--- src/hw/rtl/utccet_pkg.sv ---
package utccet_pkg;

    // Field widths of the timestamp items.
    localparam int YEAR_W   = 14;
    localparam int MONTH_W  = 4;
    localparam int DAY_W    = 5;
    localparam int HOUR_W   = 5;
    localparam int MINUTE_W = 6;
    localparam int SECOND_W = 6;
    localparam int WDAY_W   = 3;

    // Reset value of the earliest synchronized year.
    localparam logic [YEAR_W-1:0] MIN_YEAR_RESET = 14'd2024;

    // Reciprocal constants for division by 100 and by 7, exact for values below 2^15.
    localparam logic [12:0] RECIP_100       = 13'd5243;
    localparam int          RECIP_100_SHIFT = 19;
    localparam logic [14:0] RECIP_7         = 15'd18725;
    localparam int          RECIP_7_SHIFT   = 17;

    // Calendar constants.
    localparam logic [8:0]        YEAR_CYCLE   = 9'd400;
    localparam logic [MONTH_W-1:0] MONTH_FEB   = 4'd2;
    localparam logic [MONTH_W-1:0] MONTH_MAR   = 4'd3;
    localparam logic [MONTH_W-1:0] MONTH_OCT   = 4'd10;
    localparam logic [MONTH_W-1:0] MONTH_DEC   = 4'd12;
    localparam logic [DAY_W-1:0]   LEAP_FEB    = 5'd29;
    localparam logic [HOUR_W:0]    HOURS_DAY   = 6'd24;
    localparam logic signed [6:0]  LAST_WEEK   = 7'sd25;

    // One UTC timestamp item.
    typedef struct packed {
        logic                time_valid;
        logic [YEAR_W-1:0]   utc_year;
        logic [MONTH_W-1:0]  utc_month;
        logic [DAY_W-1:0]    utc_day;
        logic [HOUR_W-1:0]   utc_hour;
        logic [MINUTE_W-1:0] utc_minute;
        logic [SECOND_W-1:0] utc_second;
    } t_utc_time;

    // One local time result item.
    typedef struct packed {
        logic                synced;
        logic [YEAR_W-1:0]   local_year;
        logic [MONTH_W-1:0]  local_month;
        logic [DAY_W-1:0]    local_day;
        logic [HOUR_W-1:0]   local_hour;
        logic [MINUTE_W-1:0] local_minute;
        logic [SECOND_W-1:0] local_second;
        logic                summer_time;
        logic [WDAY_W-1:0]   utc_weekday;
    } t_local_time;

    // Month term (31 * m) / 12 of the weekday sum, with months before March
    // shifted to the end of the previous year.
    function automatic logic [5:0] month_term(input logic [MONTH_W-1:0] month);
        logic [5:0] t;
        case (month)
            4'd0:    t = 6'd25;
            4'd1:    t = 6'd28;
            4'd2:    t = 6'd31;
            4'd3:    t = 6'd2;
            4'd4:    t = 6'd5;
            4'd5:    t = 6'd7;
            4'd6:    t = 6'd10;
            4'd7:    t = 6'd12;
            4'd8:    t = 6'd15;
            4'd9:    t = 6'd18;
            4'd10:   t = 6'd20;
            4'd11:   t = 6'd23;
            4'd12:   t = 6'd25;
            4'd13:   t = 6'd28;
            4'd14:   t = 6'd31;
            default: t = 6'd33;
        endcase
        return t;
    endfunction

    // Length of a month in a common year; unused codes count 31 days.
    function automatic logic [DAY_W-1:0] month_days(input logic [MONTH_W-1:0] month);
        logic [DAY_W-1:0] d;
        case (month)
            4'd2:    d = 5'd28;
            4'd4:    d = 5'd30;
            4'd6:    d = 5'd30;
            4'd9:    d = 5'd30;
            4'd11:   d = 5'd30;
            default: d = 5'd31;
        endcase
        return d;
    endfunction

endpackage

--- src/hw/rtl/utccet_in_if.sv ---
interface utccet_in_if;
    logic                 valid;
    logic                 ready;
    utccet_pkg::t_utc_time data;

    modport source (output valid, output data, input ready);
    modport sink   (input valid, input data, output ready);
endinterface

--- src/hw/rtl/utccet_out_if.sv ---
interface utccet_out_if;
    logic                   valid;
    logic                   ready;
    utccet_pkg::t_local_time data;

    modport source (output valid, output data, input ready);
    modport sink   (input valid, input data, output ready);
endinterface

--- src/hw/rtl/utccet_cfg_if.sv ---
interface utccet_cfg_if;
    logic                          valid;
    logic                          ready;
    logic [utccet_pkg::YEAR_W-1:0] data;

    modport source (output valid, output data, input ready);
    modport sink   (input valid, input data, output ready);
endinterface

--- src/hw/rtl/utc_to_cet_local_time_dst_unit.sv ---
// Channel   Dir  Payload                     Accepted when
// i_in      in   utc_time (valid+date/time)  i_in.valid & i_in.ready
// o_out     out  local_time + weekday        o_out.valid & o_out.ready
// i_cfg     in   min_year (14 bit)           i_cfg.valid & i_cfg.ready
//
// Five register stages: multiply by 1/100, weekday sum, multiply by 1/7,
// weekday remainder, then summer time and date rollover into the output register.
// An item enters every cycle while the output is not stalled; the two reciprocal
// multiplies each take a stage of their own.
// Reset (synchronous, active low) empties the pipeline and sets min_year to 2024.
// A stall at the output holds each full stage; empty stages still fill behind it.
module utc_to_cet_local_time_dst_unit (
    input  logic           i_clk,
    input  logic           i_rst_n,
    utccet_in_if.sink      i_in,
    utccet_out_if.source   o_out,
    utccet_cfg_if.sink     i_cfg
);

    localparam int YW = utccet_pkg::YEAR_W;
    localparam int MW = utccet_pkg::MONTH_W;
    localparam int DW = utccet_pkg::DAY_W;
    localparam int HW = utccet_pkg::HOUR_W;
    // The shifted year (year + 400) and the weekday sum need one bit more than a year.
    localparam int SW = YW + 1;

    // Fields that travel unchanged through the first stages.
    typedef struct packed {
        logic                                synced;
        logic [YW-1:0]                       year;
        logic [MW-1:0]                       month;
        logic [DW-1:0]                       day;
        logic [HW-1:0]                       hour;
        logic [utccet_pkg::MINUTE_W-1:0]     minute;
        logic [utccet_pkg::SECOND_W-1:0]     second;
    } t_carry;

    logic [YW-1:0] r_min_year;

    logic r1_vld, r2_vld, r3_vld, r4_vld, r5_vld;
    logic rdy1, rdy2, rdy3, rdy4, rdy5;

    t_carry r1_c, r2_c, r3_c, r4_c;
    logic [SW-1:0] r1_y;
    logic [5:0]    r1_tm;
    logic [27:0]   r1_py;
    logic [26:0]   r1_pyr;
    logic [SW-1:0] r2_sum, r3_sum;
    logic          r2_leap, r3_leap, r4_leap;
    logic [29:0]   r3_p7;
    logic [utccet_pkg::WDAY_W-1:0] r4_wd;
    utccet_pkg::t_local_time r5_out;

    // Configuration register; writes are taken at any time.
    assign i_cfg.ready = 1'b1;

    always_ff @(posedge i_clk) begin
        if (!i_rst_n) begin
            r_min_year <= utccet_pkg::MIN_YEAR_RESET;
        end else if (i_cfg.valid) begin
            r_min_year <= i_cfg.data;
        end
    end

    // Each stage takes a new item when it is empty or its item moves on.
    assign rdy5 = !r5_vld || o_out.ready;
    assign rdy4 = !r4_vld || rdy5;
    assign rdy3 = !r3_vld || rdy4;
    assign rdy2 = !r2_vld || rdy3;
    assign rdy1 = !r1_vld || rdy2;
    assign i_in.ready = rdy1;

    always_ff @(posedge i_clk) begin
        if (!i_rst_n) begin
            r1_vld <= 1'b0;
            r2_vld <= 1'b0;
            r3_vld <= 1'b0;
            r4_vld <= 1'b0;
            r5_vld <= 1'b0;
        end else begin
            if (rdy1) r1_vld <= i_in.valid;
            if (rdy2) r2_vld <= r1_vld;
            if (rdy3) r3_vld <= r2_vld;
            if (rdy4) r4_vld <= r3_vld;
            if (rdy5) r5_vld <= r4_vld;
        end
    end

    // Stage 1: shifted year for the weekday and both divisions by 100.
    logic          n1_early;
    logic [SW-1:0] n1_y;
    t_carry        n1_c;

    always_comb begin
        n1_early = (i_in.data.utc_month <= utccet_pkg::MONTH_FEB);
        n1_y = SW'(i_in.data.utc_year) + SW'(utccet_pkg::YEAR_CYCLE) - SW'(n1_early);
        n1_c.synced = i_in.data.time_valid && (i_in.data.utc_year >= r_min_year);
        n1_c.year   = i_in.data.utc_year;
        n1_c.month  = i_in.data.utc_month;
        n1_c.day    = i_in.data.utc_day;
        n1_c.hour   = i_in.data.utc_hour;
        n1_c.minute = i_in.data.utc_minute;
        n1_c.second = i_in.data.utc_second;
    end

    always_ff @(posedge i_clk) begin
        if (rdy1) begin
            r1_c   <= n1_c;
            r1_y   <= n1_y;
            r1_tm  <= utccet_pkg::month_term(i_in.data.utc_month);
            r1_py  <= n1_y * utccet_pkg::RECIP_100;
            r1_pyr <= i_in.data.utc_year * utccet_pkg::RECIP_100;
        end
    end

    // Stage 2: weekday sum and leap year test.
    logic [7:0]    n2_qy, n2_qyr;
    logic [SW-1:0] n2_sum;
    logic [YW-1:0] n2_rem;
    logic          n2_leap;

    always_comb begin
        n2_qy  = r1_py[utccet_pkg::RECIP_100_SHIFT +: 8];
        n2_qyr = r1_pyr[utccet_pkg::RECIP_100_SHIFT +: 8];
        n2_sum = SW'(r1_c.day) + r1_y + (r1_y >> 2) + SW'(n2_qy >> 2)
                 + SW'(r1_tm) - SW'(n2_qy);
        n2_rem = r1_c.year - YW'(n2_qyr) * YW'(7'd100);
        n2_leap = (r1_c.year[1:0] == 2'd0) && ((n2_rem != '0) || (n2_qyr[1:0] == 2'd0));
    end

    always_ff @(posedge i_clk) begin
        if (rdy2) begin
            r2_c    <= r1_c;
            r2_sum  <= n2_sum;
            r2_leap <= n2_leap;
        end
    end

    // Stage 3: multiply the weekday sum by 1/7.
    always_ff @(posedge i_clk) begin
        if (rdy3) begin
            r3_c    <= r2_c;
            r3_sum  <= r2_sum;
            r3_leap <= r2_leap;
            r3_p7   <= r2_sum * utccet_pkg::RECIP_7;
        end
    end

    // Stage 4: weekday as the remainder of the sum modulo 7.
    logic [11:0]   n4_q7;
    logic [SW-1:0] n4_rem;

    always_comb begin
        n4_q7  = r3_p7[utccet_pkg::RECIP_7_SHIFT +: 12];
        n4_rem = r3_sum - SW'(n4_q7) * SW'(3'd7);
    end

    always_ff @(posedge i_clk) begin
        if (rdy4) begin
            r4_c    <= r3_c;
            r4_leap <= r3_leap;
            r4_wd   <= n4_rem[utccet_pkg::WDAY_W-1:0];
        end
    end

    // Stage 5: summer time rule, offset and date rollover.
    logic signed [6:0] n5_back;
    logic              n5_summer;
    logic [HW:0]       n5_hsum;
    logic [DW:0]       n5_day;
    logic [DW-1:0]     n5_dim;
    logic [MW:0]       n5_month;
    logic [YW-1:0]     n5_year;
    logic [HW-1:0]     n5_hour;
    utccet_pkg::t_local_time n5_out;

    always_comb begin
        n5_back = $signed({2'b00, r4_c.day}) - $signed({4'b0000, r4_wd});
        n5_summer = 1'b0;
        if (r4_c.month > utccet_pkg::MONTH_MAR && r4_c.month < utccet_pkg::MONTH_OCT) begin
            n5_summer = 1'b1;
        end else if (r4_c.month == utccet_pkg::MONTH_MAR) begin
            n5_summer = (n5_back >= utccet_pkg::LAST_WEEK)
                        && ((r4_wd != '0) || (r4_c.hour != '0));
        end else if (r4_c.month == utccet_pkg::MONTH_OCT) begin
            n5_summer = (n5_back < utccet_pkg::LAST_WEEK)
                        || ((r4_wd == '0) && (r4_c.hour == '0));
        end

        n5_hsum  = {1'b0, r4_c.hour} + (HW+1)'(1) + (HW+1)'(n5_summer);
        n5_hour  = n5_hsum[HW-1:0];
        n5_day   = {1'b0, r4_c.day};
        n5_month = {1'b0, r4_c.month};
        n5_year  = r4_c.year;
        n5_dim   = utccet_pkg::month_days(r4_c.month);
        if (r4_c.month == utccet_pkg::MONTH_FEB && r4_leap) begin
            n5_dim = utccet_pkg::LEAP_FEB;
        end

        // Carry past midnight into day, month and year.
        if (n5_hsum >= utccet_pkg::HOURS_DAY) begin
            n5_hour = HW'(n5_hsum - utccet_pkg::HOURS_DAY);
            n5_day  = {1'b0, r4_c.day} + (DW+1)'(1);
            if (n5_day > {1'b0, n5_dim}) begin
                n5_day   = (DW+1)'(1);
                n5_month = {1'b0, r4_c.month} + (MW+1)'(1);
                if (n5_month > {1'b0, utccet_pkg::MONTH_DEC}) begin
                    n5_month = (MW+1)'(1);
                    n5_year  = r4_c.year + YW'(1);
                end
            end
        end

        if (r4_c.synced) begin
            n5_out.synced       = 1'b1;
            n5_out.local_year   = n5_year;
            n5_out.local_month  = n5_month[MW-1:0];
            n5_out.local_day    = n5_day[DW-1:0];
            n5_out.local_hour   = n5_hour;
            n5_out.local_minute = r4_c.minute;
            n5_out.local_second = r4_c.second;
            n5_out.summer_time  = n5_summer;
            n5_out.utc_weekday  = r4_wd;
        end else begin
            n5_out = '0;
        end
    end

    always_ff @(posedge i_clk) begin
        if (rdy5) begin
            r5_out <= n5_out;
        end
    end

    assign o_out.valid = r5_vld;
    assign o_out.data  = r5_out;

endmodule
--- src/flat_wrapper.sv ---
// flat-port wrapper written by rule: the top's interface ports become plain ports
module utc_to_cet_local_time_dst_unit_flat 
  (i_clk, i_rst_n, i_in_valid, i_in_data, i_in_ready, o_out_valid, o_out_data, o_out_ready, i_cfg_valid, i_cfg_data, i_cfg_ready);
  utccet_in_if i_in_i ();
  utccet_out_if o_out_i ();
  utccet_cfg_if i_cfg_i ();
  input  logic i_clk;
  input  logic i_rst_n;
  input wire logic [$bits(i_in_i.valid)-1:0] i_in_valid;
  input wire logic [$bits(i_in_i.data)-1:0] i_in_data;
  output wire logic [$bits(i_in_i.ready)-1:0] i_in_ready;
  output wire logic [$bits(o_out_i.valid)-1:0] o_out_valid;
  output wire logic [$bits(o_out_i.data)-1:0] o_out_data;
  input wire logic [$bits(o_out_i.ready)-1:0] o_out_ready;
  input wire logic [$bits(i_cfg_i.valid)-1:0] i_cfg_valid;
  input wire logic [$bits(i_cfg_i.data)-1:0] i_cfg_data;
  output wire logic [$bits(i_cfg_i.ready)-1:0] i_cfg_ready;
  assign i_in_i.valid = i_in_valid;
  assign i_in_i.data = i_in_data;
  assign i_in_ready = i_in_i.ready;
  assign o_out_valid = o_out_i.valid;
  assign o_out_data = o_out_i.data;
  assign o_out_i.ready = o_out_ready;
  assign i_cfg_i.valid = i_cfg_valid;
  assign i_cfg_i.data = i_cfg_data;
  assign i_cfg_ready = i_cfg_i.ready;
  utc_to_cet_local_time_dst_unit u_core (.i_clk(i_clk), .i_rst_n(i_rst_n), .i_in(i_in_i), .o_out(o_out_i), .i_cfg(i_cfg_i));
endmodule
--- config.mk ---
export PLATFORM = sky130hd
export DESIGN_NAME = utc_to_cet_local_time_dst_unit_flat
export DESIGN_NICKNAME = d
export VERILOG_FILES = /design/src/hw/rtl/utccet_pkg.sv /design/src/hw/rtl/utccet_in_if.sv /design/src/hw/rtl/utccet_out_if.sv /design/src/hw/rtl/utccet_cfg_if.sv /design/src/hw/rtl/utc_to_cet_local_time_dst_unit.sv /design/src/flat_wrapper.sv
export SDC_FILE = /design/constraint.sdc
export NUM_CORES = 1
export LEC_CHECK = 0
export ABC_CLOCK_PERIOD_IN_PS = 14400
export BUFFER_PORTS_ARGS = -buffer_cell sky130_fd_sc_hd__buf_2
export CELL_PAD_IN_SITES_DETAIL_PLACEMENT = 0
export CELL_PAD_IN_SITES_GLOBAL_PLACEMENT = 1
export CORE_MARGIN = 2
export CORE_UTILIZATION = 25
export DETAILED_ROUTE_END_ITERATION = 10
export GPL_ROUTABILITY_DRIVEN = 0
export PLACE_DENSITY_LB_ADDON = 0.08
export SYNTH_ARGS = -nofsm -noshare
export SYNTH_HDL_FRONTEND = slang
export SYNTH_SLANG_ARGS = --single-unit
--- constraint.sdc ---
create_clock -name i_clk -period 14.4 [get_ports i_clk]
set_clock_uncertainty 0.05 [all_clocks]
set_input_delay 0.72 -clock i_clk [delete_from_list [all_inputs] [get_ports i_clk]]
set_output_delay 0.72 -clock i_clk [all_outputs]
set_load 0.005 [all_outputs]
==> summary.md, run 1 <==
| Metric | Value |
|---|---|
| RSZ-0062 raised after global routing | `false` |
| Post-synthesis sequential area ratio | `0.385` |
| CP max stage delay | `roughly 0.53 ns` |
| Worst hold start | `i_in_data[1]` |
| Die ar. | `a little over 90000 um^2` |
| Worst Hold Margin | `roughly 0.3 ns` |
| Largest family of logic cells by synthesized area | `adder cells` |
| Clk root buf | `clkbuf_16` |
| Setup-failing EPs final | `0` |
| Setup TNS | `0 ns` |
| Post-synthesis mux area share | `0.00600` |
| Total track usage | `0.116` |
| H-tree Lvls | `2` |
| Hold Crit Class | `input pin to register` |
| Multi-input logic area | `between 10000 and 15000 um^2` |
| Clock latency on the worst-skew pair | `between 0.5 and 0.6 ns` |
| DRC viols | `0` |
| XOR/XNOR share of the synthesized area | `0.0357` |
| Number of enable flip-flop cells after synthesis | `273` |
| Non-Filler Instances | `roughly 3200` |
| Via count | `approximately 13000` |
| Crit-path max FO | `7` |
| Post-synth top flop | `edfxtp_1` |
| Max Slew Vio Count | `0` |
| Post-route setup slack | `just under 6 ns` |
| Synth Net Count | `2466` |
| Fill cells | `9150` |
| Nets | `~2600` |
| Place WS | `5.18 ns` |
| Floorplan die width | `just over 300 um` |
| Vias in the first global route | `13900` |
| Port Buffers | `around 110` |
| Initial antenna violation count | `7` |
| Post-CTS sizing | `0` |
| Setup crit end kind | `register` |
| Reg2reg end | `u_core.o_out.data[41]$_SDFFCE_PN0P_` |
| Routed vias/inst | `4.06` |
| Site Rows | `109` |
| Worst Hold Endpoint | `u_core.r1_c[1]$_DFFE_PP_` |
| Max Root-Sink Buffers | `3` |
| Synth Area in Simple Gates | `0.0558` |
| Cells after synthesis | `approximately 1800` |
| Number of clock sinks | `between 200 and 300` |
| Max_cap viols | `0` |
| TritonCTS clock tree | `yes` |
| Placed cell count | `approximately 3100` |
| Final Hold Vio Count | `0` |
| WL final | `around 51000 um` |
| Die H | `303 um` |
| First drt pass iteration count | `4` |
| Yosys reg bits | `a little under 300` |
| Initial core utilization | `0.252` |
| Tmin final | `~8.6 ns` |
| Area Growth Syn to Fin | `14.2%` |
| CTS clk-pin slew, worst paths | `approximately 0.060 ns` |
| CP max-delay cell | `fa_1` |
| Global-route wire length before repair | `between 80000 and 90000 um` |
| Slew headroom | `0.249` |
| Synth Area in Adders | `0.387` |
| Core area | `around 88000 um^2` |
| Startpoint types | `input pin` |
| Setup bufs post-CTS | `0` |
| Depth of the most critical reg-to-reg path | `20` |
| Pin count of the biggest net entering global routing | `60` |
| Remaining antenna violation count | `0` |
| CTS Hold Bufs | `0` |
| Compound-Gate Fraction of Synth Area | `0.0582` |
| Fmax | `116 MHz` |
| Distinct cells, synth | `65` |
| Synth Cell Area | `approximately 22000 um^2` |
| Ys async rst share | `0` |
| Worst EP arrival | `8.83 ns` |
| Outcome | `finished clean` |
| Num CTS Buffers | `36` |
| Worst path most repeated cell | `inv_1` |
| Slew of the pin with the lowest slew margin | `between 1 and 1.5 ns` |
| Final worst path period share | `0.598` |
| Top-level I/O count | `108` |
| CP Class | `input pin to register` |
| Reg2reg start | `u_core.r4_c[17]$_DFFE_PP_` |
| Cells on Worst Hold Path | `1` |
| Detailed Route Iter0 Violations | `around 420` |
| Crit path required time | `around 15 ns` |
| HPWL Detailed | `around 42000 um` |
| Share of cells above drive strength 1 | `0.0889` |
| R2r setup slk | `around 9.1 ns` |
| DR WL/cell | `about 16 um` |
| Register Area | `8580 um^2` |
| Global route overflow | `0` |
| Syn avg cell area | `between 10 and 15 um^2` |
| Yosys Warn Count | `0` |
cell families (layout without fill, tap and decap cells):
logic type,Yosys count,in the layout
AO/OA/AOI/OAI,195,195
XOR/XNOR,91,91
multiplexers,12,12
AND/OR/NAND/NOR,233,233
adder cells (fa/ha/maj),577,577
other,1,2
buffers and inverters,428,591
flip-flops,292,292
per-stage QoR:
stage	util	area, um^2
6_report	0.288	25500
5_1_grt	0.288	25500
4_1_cts	0.288	25500
3_5_place_dp	0.275	24300
3_3_place_gp	0.275	24300
2_1_floorplan	-	22300
cell type report:
type | count | area share
Antenna cell | 1 | 0.0000983
Clock buffer | 45 | 0.0371
Clock inverter | 20 | 0.00831
Inverter | 414 | 0.0610
Multi-Input combinational cell | 1109 | 0.477
Sequential cell | 292 | 0.337
Tap cell | 1165 | 0.0573
Timing Repair Buffer | 112 | 0.0226
registers in the layout, summed over array words and instances (netlist names), 3 cells and up:
| name | cells |
|---|---|
| u_core.r1_c | 40 |
| u_core.r1_y | 14 |
| u_core.o_out.data | 45 |
| u_core.r2_sum | 15 |
| u_core.r1_tm | 6 |
| u_core.r4_wd | 3 |
| u_core.r4_c | 41 |
| u_core.r_min_year | 14 |
| u_core.r3_p7 | 5 |
| u_core.r1_py | 9 |
| u_core.r3_c | 41 |
| u_core.r2_c | 41 |
| u_core.r1_pyr | 9 |
worst max path at each step:
stage	slack, ns	end	cells after the start	start
global route	5.12	u_core.r1_py[26]$_DFFE_PP_	35	i_in_data[22]
detailed placement	5.18	u_core.r1_py[26]$_DFFE_PP_	35	i_in_data[22]
floorplan	6.31	u_core.r1_py[26]$_DFFE_PP_	34	i_in_data[22]
global placement	5.22	u_core.r1_py[26]$_DFFE_PP_	35	i_in_data[22]
CTS	5.74	u_core.r1_py[26]$_DFFE_PP_	35	i_in_data[22]
finish	5.78	u_core.r1_py[26]$_DFFE_PP_	35	i_in_data[22]
synthesized netlist by cell type, drive strengths merged, types with 10 or more instances:
library cell / number / area [um^2]
a21o: 23 / 173
a21oi: 40 / 200
and2: 34 / 213
clkbuf: 10 / 37.5
dfxtp: 19 / 380
edfxtp: 273 / 8200
fa: 189 / 3780
ha: 388 / 4850
inv: 414 / 1550
mux2i: 10 / 100
nand2: 41 / 154
nand2b: 12 / 75.1
nand3: 10 / 50.1
nand4: 10 / 77.6
nor2: 53 / 199
nor2b: 25 / 156
nor3: 15 / 86.3
o211ai: 10 / 75.1
o21ai: 44 / 220
xnor2: 64 / 561
xor2: 27 / 236
placed cells by master, fill, tap and decap left out, drive strengths merged, types with 4 or more instances in the layout:
cell | synthesis | routed
a2111oi | 4 | 4
a211o | 5 | 5
a211oi | 8 | 8
a21boi | 9 | 9
a21o | 23 | 23
a21oi | 40 | 40
a31oi | 6 | 6
and2 | 34 | 34
and3 | 7 | 7
and4 | 4 | 4
buf | 4 | 112
clkbuf | 10 | 45
clkinv | 0 | 11
clkinvlp | 0 | 4
dfxtp | 19 | 19
edfxtp | 273 | 273
fa | 189 | 189
ha | 388 | 388
inv | 414 | 416
mux2i | 10 | 10
nand2 | 41 | 41
nand2b | 12 | 12
nand3 | 10 | 10
nand4 | 10 | 10
nor2 | 53 | 53
nor2b | 25 | 25
nor3 | 15 | 15
nor4 | 5 | 5
o2111ai | 4 | 4
o211ai | 10 | 10
o21a | 9 | 9
o21ai | 44 | 44
o21bai | 5 | 5
o41ai | 6 | 6
or3 | 7 | 7
xnor2 | 64 | 64
xor2 | 27 | 27
critical path: cells and delay by family:
family / cells / cell delay [ns]
adders and majority gates: 10 / 3.50
AOI/OAI and AO/OA: 13 / 3.11
buffers and inverters: 8 / 0.62
xor gates and xnor gates: 2 / 0.53
and+or+nand+nor: 2 / 0.34
metal layers:
metal,GRT usage,share of wire,vias up
li1,-,-,6430
met1,0.167,0.50,6206
met2,0.182,0.45,151
met3,0.0198,0.041,46
met4,0.0238,0.012,0
met5,0,0,-
Power of run 1 is left out: the tool's default activity adds up to more than one toggle a clock period on the data nets, which glitch-free logic cannot reach.
==> inputs of run 2 (changes only) <==
--- a/config.mk
+++ b/config.mk
@@ -5,7 +5,7 @@
 export SDC_FILE = /design/constraint.sdc
 export NUM_CORES = 1
 export LEC_CHECK = 0
-export ABC_CLOCK_PERIOD_IN_PS = 14400
+export ABC_CLOCK_PERIOD_IN_PS = 8300
 export BUFFER_PORTS_ARGS = -buffer_cell sky130_fd_sc_hd__buf_2
 export CELL_PAD_IN_SITES_DETAIL_PLACEMENT = 0
 export CELL_PAD_IN_SITES_GLOBAL_PLACEMENT = 1
==> constraint.sdc (replaced) <==
create_clock -name i_clk -period 8.3 [get_ports i_clk]
set_clock_uncertainty 0.05 [all_clocks]
set_input_delay 0.415 -clock i_clk [delete_from_list [all_inputs] [get_ports i_clk]]
set_output_delay 0.415 -clock i_clk [all_outputs]
set_load 0.005 [all_outputs]
==> summary.md, run 2 (synthesized netlist as in run 1, its figures left out) <==
| Metric | Value |
|---|---|
| Outcome | `finished clean` |
| First drt pass iteration count | `6 (+2)` |
| Startpoint types | `input pin` |
| WP buf/inv | `8 (unchanged)` |
| Family with the most delay on the worst path | `adder cells` |
| Num CTS Buffers | `38 (+5.6%)` |
| Setup-failing EPs final | `0 (unchanged)` |
| DR WL/cell | `16.3 um (+0.15%)` |
| Remaining antenna violation count | `0 (unchanged)` |
| Global-route wire length before repair | `81700 um (+0.70%)` |
| Setup crit end kind | `register` |
| Hold Crit Class | `input pin to register` |
| CP Class | `input pin to register` |
| Worst path most repeated cell | `inv_1` |
| Core area | `88400 um^2 (unchanged)` |
| DRC viols | `0 (unchanged)` |
| Fmax | `roughly 130 MHz` |
| Pin count of the biggest net entering global routing | `60 (unchanged)` |
| Worst EP arrival | `7.88 ns (-0.95 ns)` |
| Crit path required time | `8.54 ns (-6.07 ns)` |
| Total track usage | `0.117 (+0.00131)` |
| CP max-delay cell | `fa_1` |
| WL final | `52400 um (+1.8%)` |
| Number of clock sinks | `292 (unchanged)` |
| Clk root buf | `clkbuf_16` |
| Max Root-Sink Buffers | `3 (unchanged)` |
| Final worst path period share | `0.920` |
| Slew headroom | `0.401 (+0.152)` |
| Worst Hold Margin | `0.0400 ns (-0.252 ns)` |
| Initial antenna violation count | `6 (-1)` |
| Most frequent cells in the layout | `inv_1 (412), ha_1 (388), edfxtp_1 (273)` |
| Die ar. | `91600 um^2 (unchanged)` |
| Setup TNS | `0 ns (unchanged)` |
| CP max stage delay | `0.53 ns (about the same)` |
| Crit-path max FO | `4 (-3)` |
| Detailed Route Iter0 Violations | `418 (+0.24%)` |
| Via count | `13000 (+1.7%)` |
| Nets | `2652 (+1.9%)` |
| Share of cells above drive strength 1 | `0.104 (+0.0150)` |
| Site Rows | `109 (unchanged)` |
| Commonest non-fill, non-tap cell in the layout | `inv_1` |
| Fill cells | `9134 (-0.17%)` |
| TritonCTS clock tree | `yes` |
| Max Slew Vio Count | `0 (unchanged)` |
| Largest register FFs | `45 (unchanged)` |
| Area Growth Syn to Fin | `16.3%` |
| Clock latency on the worst-skew pair | `0.54 ns (-0.02 ns)` |
| CTS clk-pin slew, worst paths | `0.06 ns (about the same)` |
| Routed vias/inst | `4.06 (about the same)` |
| Most flop-heavy register | `u_core.o_out.data` |
| Top-level I/O count | `108 (unchanged)` |
| HPWL Detailed | `42600 um (+0.83%)` |
| Global route overflow | `0 (unchanged)` |
| Max_cap viols | `0 (unchanged)` |
| H-tree Lvls | `2 (unchanged)` |
| Floorplan die width | `303 um (unchanged)` |
| Final Hold Vio Count | `0 (unchanged)` |
| RSZ-0062 raised after global routing | `false` |
| Port Buffers | `106 (unchanged)` |
| Tmin final | `7.64 ns` |
| Slew of the pin with the lowest slew margin | `0.876 ns (-0.247 ns)` |
| Initial core utilization | `0.252 (unchanged)` |
| Die H | `303 um (unchanged)` |
| Vias in the first global route | `14000 (+0.95%)` |
-- run 2: cell types whose count changed in the layout (fill, tap and decap cells not counted), sizes merged, moves of 2 or more --
cell | previous run | this run
buf | 112 | 144
clkbuf | 45 | 49
clkinv | 11 | 14
clkinvlp | 4 | 0
diode | 1 | 3
dlygate4sd3 | 0 | 16
-- run 2: worst paths after layout --
kind / cells after the start / start / slack [ns] / endpoint
setup / recovery: 34 / i_in_data[22] / 0.66 / u_core.r1_py[26]$_DFFE_PP_
hold / removal: 1 / i_in_data[13] / 0.04 / u_core.r1_c[13]$_DFFE_PP_
setup reg to reg: 20 / u_core.r4_c[17]$_DFFE_PP_ / 2.85 / u_core.o_out.data[41]$_SDFFCE_PN0P_
hold reg to reg: 0 / u_core.r3_c[11]$_DFFE_PP_ / 0.35 / u_core.r4_c[11]$_DFFE_PP_
-- run 2: routing by layer --
layer	up-vias	global-route usage	part of all wire
met5	-	0	0
met4	0	0.0270	0.017
met3	53	0.0175	0.045
met2	159	0.188	0.45
met1	6319	0.166	0.49
li1	6514	-	-
-- run 2: per-stage QoR --
stage	instance area, um^2	cells	setup WS (ns)	utilization
after floorplan	22300	1829	0.511	-
after global placement	24500	3124	0.109	0.278
after detailed placement	24500	3124	0.0456	0.278
after CTS	25900	3207	0.631	0.293
after global routing	25900	3207	0.0331	0.293
final	25900	3210	0.664	0.293
-- run 2: area by class of cell --
class | count | area [um^2] | share of cell area
clock inverter | 18 | 216 | 0.00835
sequential | 292 | 8580 | 0.331
tap | 1165 | 1460 | 0.0562
inverter | 414 | 1550 | 0.0599
multi-input combinational | 1109 | 12100 | 0.468
timing repair buffer | 160 | 976 | 0.0376
antenna | 3 | 7.51 | 0.000289
clock buffer | 49 | 1000 | 0.0386
-- run 2: what timing repair did --
action | CTS | global route
hold buffers | 16 | 0
setup buffers | 0 | 0
endpoints found under the hold margin | 16 | 0
gates resized for setup | 0 | 0
Power of run 2 is left out for the same reason.
